--- src/rtl/core/qcr_pkg.sv ---
// Shared types and constants for the quarter-circle rasterizer.
package qcr_pkg;

  localparam int COORD_W     = 12;
  localparam int RADIUS_W    = 6;
  localparam int QUAD_W      = 3;
  localparam int COLOR_W     = 16;
  localparam int D_W         = 12;
  localparam int POS_W       = RADIUS_W + 2;
  localparam int QUEUE_DEPTH = 2;
  localparam int MAX_RADIUS_DEF = 63;

  localparam int S_TDATA_W = 48;
  localparam int M_TDATA_W = 64;

  localparam logic [QUAD_W-1:0] QUAD_TL = 3'd1;
  localparam logic [QUAD_W-1:0] QUAD_TR = 3'd2;
  localparam logic [QUAD_W-1:0] QUAD_BL = 3'd3;
  localparam logic [QUAD_W-1:0] QUAD_BR = 3'd4;

  typedef logic signed [POS_W-1:0] pos_t;
  typedef logic signed [D_W-1:0]   dvar_t;

  // One arc command after classification.
  typedef struct packed {
    logic [COORD_W-1:0]  cx;
    logic [COORD_W-1:0]  cy;
    logic [RADIUS_W-1:0] r;
    logic                left;
    logic                top;
    logic [COLOR_W-1:0]  color;
  } cmd_t;

endpackage

--- src/rtl/core/qcr_front.sv ---
// Front end: accept arc commands, drop bad quadrants, clamp radius, decode mirroring.
module qcr_front #(
  parameter int MAX_RADIUS = qcr_pkg::MAX_RADIUS_DEF
) (
  input  logic                        clk,
  input  logic                        rst,
  input  logic                        in_valid,
  output logic                        in_ready,
  input  logic [qcr_pkg::COORD_W-1:0]  in_cx,
  input  logic [qcr_pkg::COORD_W-1:0]  in_cy,
  input  logic [qcr_pkg::RADIUS_W-1:0] in_radius,
  input  logic [qcr_pkg::QUAD_W-1:0]   in_quad,
  input  logic [qcr_pkg::COLOR_W-1:0]  in_color,
  output logic                        push,
  output qcr_pkg::cmd_t               push_cmd,
  input  logic                        queue_full
);
  import qcr_pkg::*;

  logic              cmd_valid;
  cmd_t              cmd;
  cmd_t              cmd_next;
  logic              quad_ok;
  logic [RADIUS_W-1:0] r_sat;

  assign push     = cmd_valid && !queue_full;
  assign in_ready = !cmd_valid || !queue_full;
  assign push_cmd = cmd;

  always_comb begin
    quad_ok = 1'b1;
    cmd_next.left = 1'b0;
    cmd_next.top  = 1'b0;
    unique case (in_quad)
      QUAD_TL: begin
        cmd_next.left = 1'b1;
        cmd_next.top  = 1'b1;
      end
      QUAD_TR: begin
        cmd_next.top  = 1'b1;
      end
      QUAD_BL: begin
        cmd_next.left = 1'b1;
      end
      QUAD_BR: begin
        quad_ok = 1'b1;
      end
      default: begin
        quad_ok = 1'b0;
      end
    endcase
    if (int'(in_radius) > MAX_RADIUS) begin
      r_sat = RADIUS_W'(MAX_RADIUS);
    end else begin
      r_sat = in_radius;
    end
    cmd_next.cx    = in_cx;
    cmd_next.cy    = in_cy;
    cmd_next.r     = r_sat;
    cmd_next.color = in_color;
  end

  always_ff @(posedge clk) begin
    if (rst) begin
      cmd_valid <= 1'b0;
    end else if (in_ready) begin
      cmd_valid <= in_valid && quad_ok;
    end
  end

  always_ff @(posedge clk) begin
    if (in_valid && in_ready) begin
      cmd <= cmd_next;
    end
  end

endmodule

--- src/rtl/core/qcr_queue.sv ---
// Short command queue between the front end and the arc walker.
module qcr_queue (
  input  logic          clk,
  input  logic          rst,
  input  logic          push,
  input  qcr_pkg::cmd_t push_cmd,
  output logic          full,
  input  logic          pop,
  output qcr_pkg::cmd_t pop_cmd,
  output logic          empty
);
  import qcr_pkg::*;

  localparam int PTR_W = (QUEUE_DEPTH > 1) ? $clog2(QUEUE_DEPTH) : 1;
  localparam int CNT_W = $clog2(QUEUE_DEPTH + 1);

  cmd_t             slots [QUEUE_DEPTH];
  logic [PTR_W-1:0] wr_ptr;
  logic [PTR_W-1:0] rd_ptr;
  logic [CNT_W-1:0] count;

  assign full    = (count == CNT_W'(QUEUE_DEPTH));
  assign empty   = (count == '0);
  assign pop_cmd = slots[rd_ptr];

  always_ff @(posedge clk) begin
    if (rst) begin
      wr_ptr <= '0;
      rd_ptr <= '0;
      count  <= '0;
    end else begin
      if (push) begin
        wr_ptr <= (wr_ptr == PTR_W'(QUEUE_DEPTH - 1)) ? '0 : wr_ptr + 1'b1;
      end
      if (pop) begin
        rd_ptr <= (rd_ptr == PTR_W'(QUEUE_DEPTH - 1)) ? '0 : rd_ptr + 1'b1;
      end
      if (push && !pop) begin
        count <= count + 1'b1;
      end else if (pop && !push) begin
        count <= count - 1'b1;
      end
    end
  end

  always_ff @(posedge clk) begin
    if (push) begin
      slots[wr_ptr] <= push_cmd;
    end
  end

endmodule

--- src/rtl/core/qcr_walker.sv ---
// Back end: Bresenham circle walk, quadrant mirroring and output register.
module qcr_walker (
  input  logic                         clk,
  input  logic                         rst,
  input  logic                         queue_empty,
  input  qcr_pkg::cmd_t                queue_cmd,
  output logic                         pop,
  output logic                         m_valid,
  input  logic                         m_ready,
  output logic [qcr_pkg::M_TDATA_W-1:0] m_data,
  output logic                         m_last
);
  import qcr_pkg::*;

  logic  busy;
  cmd_t  cmd;
  pos_t  x;
  pos_t  y;
  dvar_t d;

  pos_t  x_next;
  pos_t  y_next;
  dvar_t d_next;
  logic  step;
  logic  last;
  logic [COORD_W-1:0] off_x;
  logic [COORD_W-1:0] off_y;
  logic [COORD_W-1:0] first_x;
  logic [COORD_W-1:0] first_y;
  logic [COORD_W-1:0] second_x;
  logic [COORD_W-1:0] second_y;

  assign pop  = !busy && !queue_empty;
  assign step = busy && (!m_valid || m_ready);

  always_comb begin
    x_next = x + pos_t'(1);
    if (d > dvar_t'(0)) begin
      y_next = y - pos_t'(1);
      d_next = d + (dvar_t'(x_next - y_next) <<< 2) + dvar_t'(10);
    end else begin
      y_next = y;
      d_next = d + (dvar_t'(x_next) <<< 2) + dvar_t'(6);
    end
    last = (y_next < x_next);

    off_x = COORD_W'(x);
    off_y = COORD_W'(y);
    first_x  = cmd.left ? cmd.cx - off_x : cmd.cx + off_x;
    first_y  = cmd.top  ? cmd.cy - off_y : cmd.cy + off_y;
    second_x = cmd.left ? cmd.cx - off_y : cmd.cx + off_y;
    second_y = cmd.top  ? cmd.cy - off_x : cmd.cy + off_x;
  end

  always_ff @(posedge clk) begin
    if (rst) begin
      busy    <= 1'b0;
      m_valid <= 1'b0;
    end else begin
      if (pop) begin
        busy <= 1'b1;
      end else if (step && last) begin
        busy <= 1'b0;
      end
      if (step) begin
        m_valid <= 1'b1;
      end else if (m_ready) begin
        m_valid <= 1'b0;
      end
    end
  end

  always_ff @(posedge clk) begin
    if (pop) begin
      cmd <= queue_cmd;
      x   <= '0;
      y   <= pos_t'(queue_cmd.r);
      d   <= dvar_t'(3) - dvar_t'({queue_cmd.r, 1'b0});
    end else if (step) begin
      x <= x_next;
      y <= y_next;
      d <= d_next;
    end
    if (step) begin
      m_data <= {cmd.color, second_y, second_x, first_y, first_x};
      m_last <= last;
    end
  end

endmodule

--- src/rtl/core/quarter_circle_rasterizer_unit.sv ---
// Top level of the quarter-circle rasterizer: front end, command queue and arc walker.
//
// Usage
//   Slave channel (s_*): one beat carries one arc command. s_tdata holds the centre,
//   radius and colour; s_tuser holds the quadrant (1 top-left, 2 top-right,
//   3 bottom-left, 4 bottom-right). Commands with any other quadrant are dropped.
//   Master channel (m_*): one beat per walk step, carrying the two mirrored pixels
//   and the colour; m_tlast marks the final pair of each arc.
//   Radii above MAX_RADIUS clamp to MAX_RADIUS; coordinates wrap at 12 bits.
// Timing
//   A command passes through the front end's holding register and the queue before
//   the walker loads it; each pair is then registered at the output. Unless m_tready
//   stalls it, the walker issues one pair per cycle: about 0.71 * radius + 1 pairs
//   per arc (45 at radius 63), plus a gap while the next command is loaded from the
//   queue. The walker's single decision-variable update per cycle sets this rate.
// Reset and stalls
//   rst (synchronous) empties the queue and drops any arc in progress. While
//   m_tready is low the output beat holds and the walk pauses; the front end keeps
//   taking commands until its holding register and the two-entry queue are full.
module quarter_circle_rasterizer_unit #(
  parameter int MAX_RADIUS = qcr_pkg::MAX_RADIUS_DEF
) (
  input  logic                          clk,
  input  logic                          rst,
  input  logic                          s_tvalid,
  output logic                          s_tready,
  // s_tdata, lowest bit up: center_x[11:0], center_y[23:12], radius[29:24],
  // pen_color[45:30], zero padding[47:46]
  input  logic [qcr_pkg::S_TDATA_W-1:0]  s_tdata,
  // s_tuser: quadrant[2:0]
  input  logic [qcr_pkg::QUAD_W-1:0]     s_tuser,
  output logic                          m_tvalid,
  input  logic                          m_tready,
  // m_tdata, lowest bit up: first_x[11:0], first_y[23:12], second_x[35:24],
  // second_y[47:36], pixel_color[63:48]
  output logic [qcr_pkg::M_TDATA_W-1:0]  m_tdata,
  // m_tlast: last_pair
  output logic                          m_tlast
);
  import qcr_pkg::*;

  logic push;
  cmd_t push_cmd;
  logic queue_full;
  logic queue_empty;
  logic pop;
  cmd_t pop_cmd;

  // Classify the command and hold it until the queue has room.
  qcr_front #(
    .MAX_RADIUS(MAX_RADIUS)
  ) u_front (
    .clk        (clk),
    .rst        (rst),
    .in_valid   (s_tvalid),
    .in_ready   (s_tready),
    .in_cx      (s_tdata[COORD_W-1:0]),
    .in_cy      (s_tdata[2*COORD_W-1:COORD_W]),
    .in_radius  (s_tdata[2*COORD_W+RADIUS_W-1:2*COORD_W]),
    .in_quad    (s_tuser),
    .in_color   (s_tdata[2*COORD_W+RADIUS_W+COLOR_W-1:2*COORD_W+RADIUS_W]),
    .push       (push),
    .push_cmd   (push_cmd),
    .queue_full (queue_full)
  );

  // Decouple command intake from the walk.
  qcr_queue u_queue (
    .clk      (clk),
    .rst      (rst),
    .push     (push),
    .push_cmd (push_cmd),
    .full     (queue_full),
    .pop      (pop),
    .pop_cmd  (pop_cmd),
    .empty    (queue_empty)
  );

  // Walk the arc and emit one beat per step.
  qcr_walker u_walker (
    .clk         (clk),
    .rst         (rst),
    .queue_empty (queue_empty),
    .queue_cmd   (pop_cmd),
    .pop         (pop),
    .m_valid     (m_tvalid),
    .m_ready     (m_tready),
    .m_data      (m_tdata),
    .m_last      (m_tlast)
  );

endmodule
--- config.mk ---
export PLATFORM = sky130hd
export DESIGN_NAME = quarter_circle_rasterizer_unit
export DESIGN_NICKNAME = d
export VERILOG_FILES = /design/src/rtl/core/qcr_pkg.sv /design/src/rtl/core/qcr_front.sv /design/src/rtl/core/qcr_queue.sv /design/src/rtl/core/qcr_walker.sv /design/src/rtl/core/quarter_circle_rasterizer_unit.sv
export SDC_FILE = /design/constraint.sdc
export NUM_CORES = 1
export LEC_CHECK = 0
export ABC_AREA = 1
export CORE_ASPECT_RATIO = 0.75
export CORE_UTILIZATION = 45
export DETAILED_ROUTE_END_ITERATION = 8
export DONT_BUFFER_PORTS = 1
export SETUP_SLACK_MARGIN = 0.02
export SYNTH_ARGS = -nofsm -noshare
export SYNTH_HDL_FRONTEND = slang
export SYNTH_SLANG_ARGS = --single-unit
export TNS_END_PERCENT = 100
--- constraint.sdc ---
create_clock -name clk -period 7.65 [get_ports clk]
set_input_delay 0 -clock clk [delete_from_list [all_inputs] [get_ports clk]]
set_output_delay 0 -clock clk [all_outputs]
set_load 0.005 [all_outputs]
Word level (Yosys, flattened, before mapping) --
Memories as Yosys holds them, arrays and structs flattened. A register that Yosys moved wholly into a read port is not among the register bits. Index checks and enable logic that the tools add are counted.
Storage, ports and cells: logic and storage cells 101, output and inout port bits 67, RAM bits 96, bits of input ports 55, register bits 190, memories kept 1
Memory list:
- u_queue.slots | words 2, bits a word 48, read ports 1, clocked after Yosys merged registers in 1, write ports 1, RTL line qcr_queue.sv:17 | cmd_t slots [QUEUE_DEPTH];
Cells by class: reduce and logical (&&, ||, !) cells 25, equality and inequality tests 5, muxes and demuxes 25, add/sub/neg operators 20, magnitude comparators 2
Operator list (count):
- $mux W12 | 7
- $add A12 B12 Y12 | 5
- $sub A12 B12 Y12 | 4
- $mux W1 | 13
- $add A12 B10 Y12 | 1
- $add A12 B4 Y12 const B | 1
- $add A12 B5 Y12 const B | 1
- $gt A12 B1 Y1 const B | 1
- $mux W6 | 2
- $sub A8 B8 Y9 | 1
- $add A8 B2 Y8 const B | 1
- $logic_and A1 B1 Y1 | 8
- $lt A8 B8 Y1 | 1
- $mux W8 | 1
- $reduce_bool A2 Y1 | 4
- $sub A2 B7 Y8 const A | 1
- $sub A8 B2 Y8 const B | 1
- $logic_not A1 Y1 | 7
- $eq A3 B2 Y1 const B | 2
- $mux W2 | 2
- $reduce_or A2 Y1 | 2
- $reduce_or A4 Y1 | 1
- $eq A3 B1 Y1 const B | 1
- $eq A3 B3 Y1 const B | 1
- other kinds (6) | 8

Depth between registers and ports, before layout --
depth in word-level cells 7, gate-level depth with buffers 26

Modules after synthesis --
A second synthesis with hierarchy kept.
Second synthesis, totals: cell total of the unflattened synthesis 1133, area, all modules 13887.1 um^2
Modules (own cells, without submodules):
- qcr_walker | instances 1, cells an instance 888, area each 8594.5 um^2
- qcr_queue | instances 1, cells an instance 182, area each 3768.6 um^2
- qcr_front | instances 1, cells an instance 63, area each 1524.0 um^2

Worst setup path before layout --
No wires, ideal clock.
path kind register to register, start register u_walker.y[0], end register u_walker.d[11], data pin, clock period less this slack 3854 ps, setup time 263 ps, path slack 3796 ps, arrival time 3591 ps, stages on the path, launching flop included 27, cells stage by stage edfxtp_1 inv_1 ha_1 xnor2_1 ha_1 a21oi_1 o21ai_0 nand2_1 nand2_1 a21oi_1 nor2_1 o21ai_1 nand2_1 xor2_1 ha_1 ha_1 inv_1 nor3_1 nand3_1 nand3_1 nand2_1 nand2_1 inv_1 nand2_1 nand3_1 nand3_1 nand2_1
Between the ends: word-level cells in the longest chain between the ends 7
RTL lines:
- start: declaration | RTL line qcr_walker.sv:18 | pos_t y;
- start signal: assignment | RTL line qcr_walker.sv:77 | y <= pos_t'(queue_cmd.r);
- start signal: assignment | RTL line qcr_walker.sv:81 | y <= y_next;
- $sub A8 B2 Y8 | RTL line qcr_walker.sv:39 | y_next = y - pos_t'(1);
- $sub A8 B8 Y9 | RTL line qcr_walker.sv:40 | d_next = d + (dvar_t'(x_next - y_next) <<< 2) + dvar_t'(10);
- $add A12 B12 Y12 | RTL line qcr_walker.sv:40
- $add A12 B5 Y12 | RTL line qcr_walker.sv:40
- $mux W12 | RTL line qcr_walker.sv:38 | if (d > dvar_t'(0)) begin
- $mux W12 | RTL line qcr_walker.sv:79 | end else if (step) begin
- $mux W12 | RTL line qcr_walker.sv:74 | if (pop) begin
- end signal: assignment | RTL line qcr_walker.sv:78 | d <= dvar_t'(3) - dvar_t'({queue_cmd.r, 1'b0});
- end signal: assignment | RTL line qcr_walker.sv:82 | d <= d_next;
- end: declaration | RTL line qcr_walker.sv:19 | dvar_t d;
Every way passes these cells. The select of a mux whose other input is x is not followed. A chain may end at the register's enable or synchronous reset.

Worst setup path after layout --
start register u_walker.x[0], end register u_walker.d[11], data pin
Between the ends: word-level cells in the longest chain between the ends 7, elaborated cells between the ends (all ways) 9, classes of those cells add/sub (6); mux (3)
RTL lines:
- start: declaration | RTL line qcr_walker.sv:17 | pos_t x;
- start signal: assignment | RTL line qcr_walker.sv:80 | x <= x_next;
- $add A8 B2 Y8 (*) | RTL line qcr_walker.sv:37 | x_next = x + pos_t'(1);
- named net u_walker.x_next[2] | RTL line qcr_walker.sv:21 | pos_t x_next;
- $sub A8 B8 Y9 | RTL line qcr_walker.sv:40
- $add A12 B12 Y12 | RTL line qcr_walker.sv:40
- $add A12 B5 Y12 | RTL line qcr_walker.sv:40
- $mux W12 (*) | RTL line qcr_walker.sv:38
- $mux W12 (*) | RTL line qcr_walker.sv:79
- $mux W12 (*) | RTL line qcr_walker.sv:74
Mark *: on every way through the listed nets, which the timed path passes. The rest lies on a longest branch. The select of a mux whose other input is x is not followed.

==> flow_summary.ini <==
[outcome]
outcome = completed

[clock_network]
clk_latency_ps = 580
cts_max_path_buffers = 3
cts_tree = yes
cts_root_buffer = clkbuf_16
cts_setup_buffers = 0
cts_sinks = 286
postCtsHoldBufs = 54
cts_resized = 0
cts_htree_levels = 1
clkTransAtPathRegs_ps = 60
cts_buffers = 28

[die]
num_rows = 55
design.die.area_um2 = 31600
start_util = 0.459
io_pins = 122
coreArea_um2 = 30300
dieWidth_um = 205
die_y_um = 154

[setup_path]
r2r-start = u_walker.x[0]$_SDFFE_PP0P_
ff2ff_path_depth = 25
startpoint = u_walker.x[0]$_SDFFE_PP0P_
cpLargestDelayFamily = adder cells
r2r-end = u_walker.d[11]$_DFFE_PP_
r2r_slack_ps = 2970
cp-end-kind = flop
path_buf_inv = 2
cpPeakStageDelay_ps = 720
startpoint_type = flop
path_class = reg -> reg
required_ps = 7940
critical_path_cell_count = 25
crit_end = u_walker.d[11]$_DFFE_PP_
crit_fanout = 13
cp_common_cell = nand2_1
worst_ep_arrival_time_ps = 4970
crit_path_top_delay_cell = dfxtp_1

[timing]
timing.final.hold_violations = 0
worst_slew_pin_slew_ps = 1140
finalClockSkew_ps = 32.0
finalCritPeriodShare = 0.612
report.final.slew_viol_count = 0
setup_violations = 0
fin_ws_ps = 2970
setup-tns-final_ps = 0
min_period_ps = 4680
holdWs_ps = 46.5
relSlewSlack = 0.241
fmax_mhz = 214
rsz0062_at_grt = false

[routing]
num_vias = 8310
top_layer = met4
dr.pass1.iters = 6
drc = 0
via_per_inst = 5.08
wl_met2_um = 11800
route.met3.wl_um = 1700
wl_per_cell_um = 17.3
drtAntennaViolNets = 0
met1Wirelength_um = 14300
drt_iter0_drc = 524
routed_wl_um = 28200

[hold_path]
hold_path_class = in -> reg

[finish]
drive_above_1_share = 0.100
nNetsFinal = 1375
post-route-util = 0.522
syn_to_final_growth_pct = 13.6
antenna_cells = 0

[synth]
synthesis.nets = 1304
yosysWarnings = 0
netlist-cell-type-count = 45
synth_top_area_share = 0.579
ys_ff_latch = 286
async_flop_share = 0
synth_seq_area_share = 0.605
yosys.area.top_type = edfxtp_1
synth_common_cells = 268 x edfxtp_1, 163 x nand2_1, 134 x inv_1, 99 x ha_1, 84 x o21ai_0
synth.most_common_cell = edfxtp_1
synth_edf_count = 268
avgSynthCellArea_um2 = 12.2
synthCells = 1143
synth-main-ff-cell = edfxtp_1
yosys-top-cells-area = edfxtp_1 58%, ha_1 8.9%, nand2_1 4.4%
synth_area_um2 = 13900

[placed_design]
hpwlAfterDp_um = 20300
gp_congestion = 0.883
dp_slack_ps = 2990
port_buffers = 0

[grt]
first_global_vias = 7909
antenna_found_initial = 0
grt_use_total = 0.179
grt_overflow_total = 0
grt_pass1_wl_um = 43600
grt_max_degree = 50

[job]
max_cap_violations = 0
through the flow:
stage                     cells  instance area [um2]
after floorplan            1143                13900
after global placement     1529                14400
after detailed placement   1529                14400
after CTS                  1635                15800
after global routing       1635                15800
final                      1635                15800
final cells by class:
cell class,count,area (um2)
clock inverter,18,171
sequential,286,8410
timing repair buffer,60,586
fill,2641,14500
tap,399,499
clock buffer,34,723
multi-input combinational,701,4890
inverter,137,515
cell families after synthesis:
logic type,share of synthesized area
flip-flops,0.605
AO/OA/AOI/OAI,0.0794
XOR/XNOR,0.0454
multiplexers,0.0370
buffers and inverters,0.0444
adder cells (fa/ha/maj),0.0992
AND/OR/NAND/NOR,0.0897
cells in the final DEF (no fill, tap or decap), types with 2 or more instances in the layout:
cell / instances
edfxtp_1: 268
nand2_1: 163
inv_1: 131
ha_1: 99
o21ai_0: 84
xor2_1: 60
a21oi_1: 57
dlygate4sd3_1: 54
mux2_2: 43
nand3_1: 37
nor2_1: 29
clkbuf_16: 28
dfxtp_1: 17
a31oi_1: 16
o21ai_1: 12
xnor2_1: 12
nand4_1: 11
o21bai_1: 11
nand2_2: 9
nor3_1: 9
clkinv_1: 8
fa_1: 7
clkinv_2: 6
o22ai_1: 6
clkbuf_1: 6
buf_4: 6
nand2_4: 4
o21ai_2: 4
nor2_4: 3
inv_2: 3
nor2_2: 3
mux2i_1: 3
clkinv_4: 3
nand3_2: 2
a21o_1: 2
o311ai_0: 2
o2bb2ai_1: 2
or2_1: 2
bufinv_16: 2
routing by layer:
metal	track usage	up-vias
met3	0.0411	33
met4	0.0388	0
li1	-	4191
met2	0.265	203
met5	0	-
met1	0.265	3883
sequential cells by signal (all words and copies together) (netlist names), 2 cells and up, named ones only:
register,cells
u_queue.count,2
u_front.push_cmd,48
u_walker.cmd,42
u_walker.d,11
u_queue.slots,96
u_walker.x,8
u_walker.m_data,64
u_walker.y,8
worst min-delay path by stage:
stage,from,to,slack (ps),depth (start not counted)
2_1_floorplan,rst,u_front.cmd_valid$_SDFFE_PP0N_,70,1
3_3_place_gp,rst,u_queue.count[0]$_SDFFE_PP0P_,70,1
3_5_place_dp,rst,u_queue.count[0]$_SDFFE_PP0P_,80,1
4_1_cts,s_tdata[10],u_front.push_cmd[46]$_DFFE_PP_,20,1
5_1_grt,s_tdata[42],u_front.push_cmd[12]$_DFFE_PP_,20,1
6_report,s_tdata[15],u_front.push_cmd[27]$_DFFE_PP_,50,1
Power is left out: the tool's default activity adds up to more than one toggle a clock period on the data nets, which glitch-free logic cannot reach.
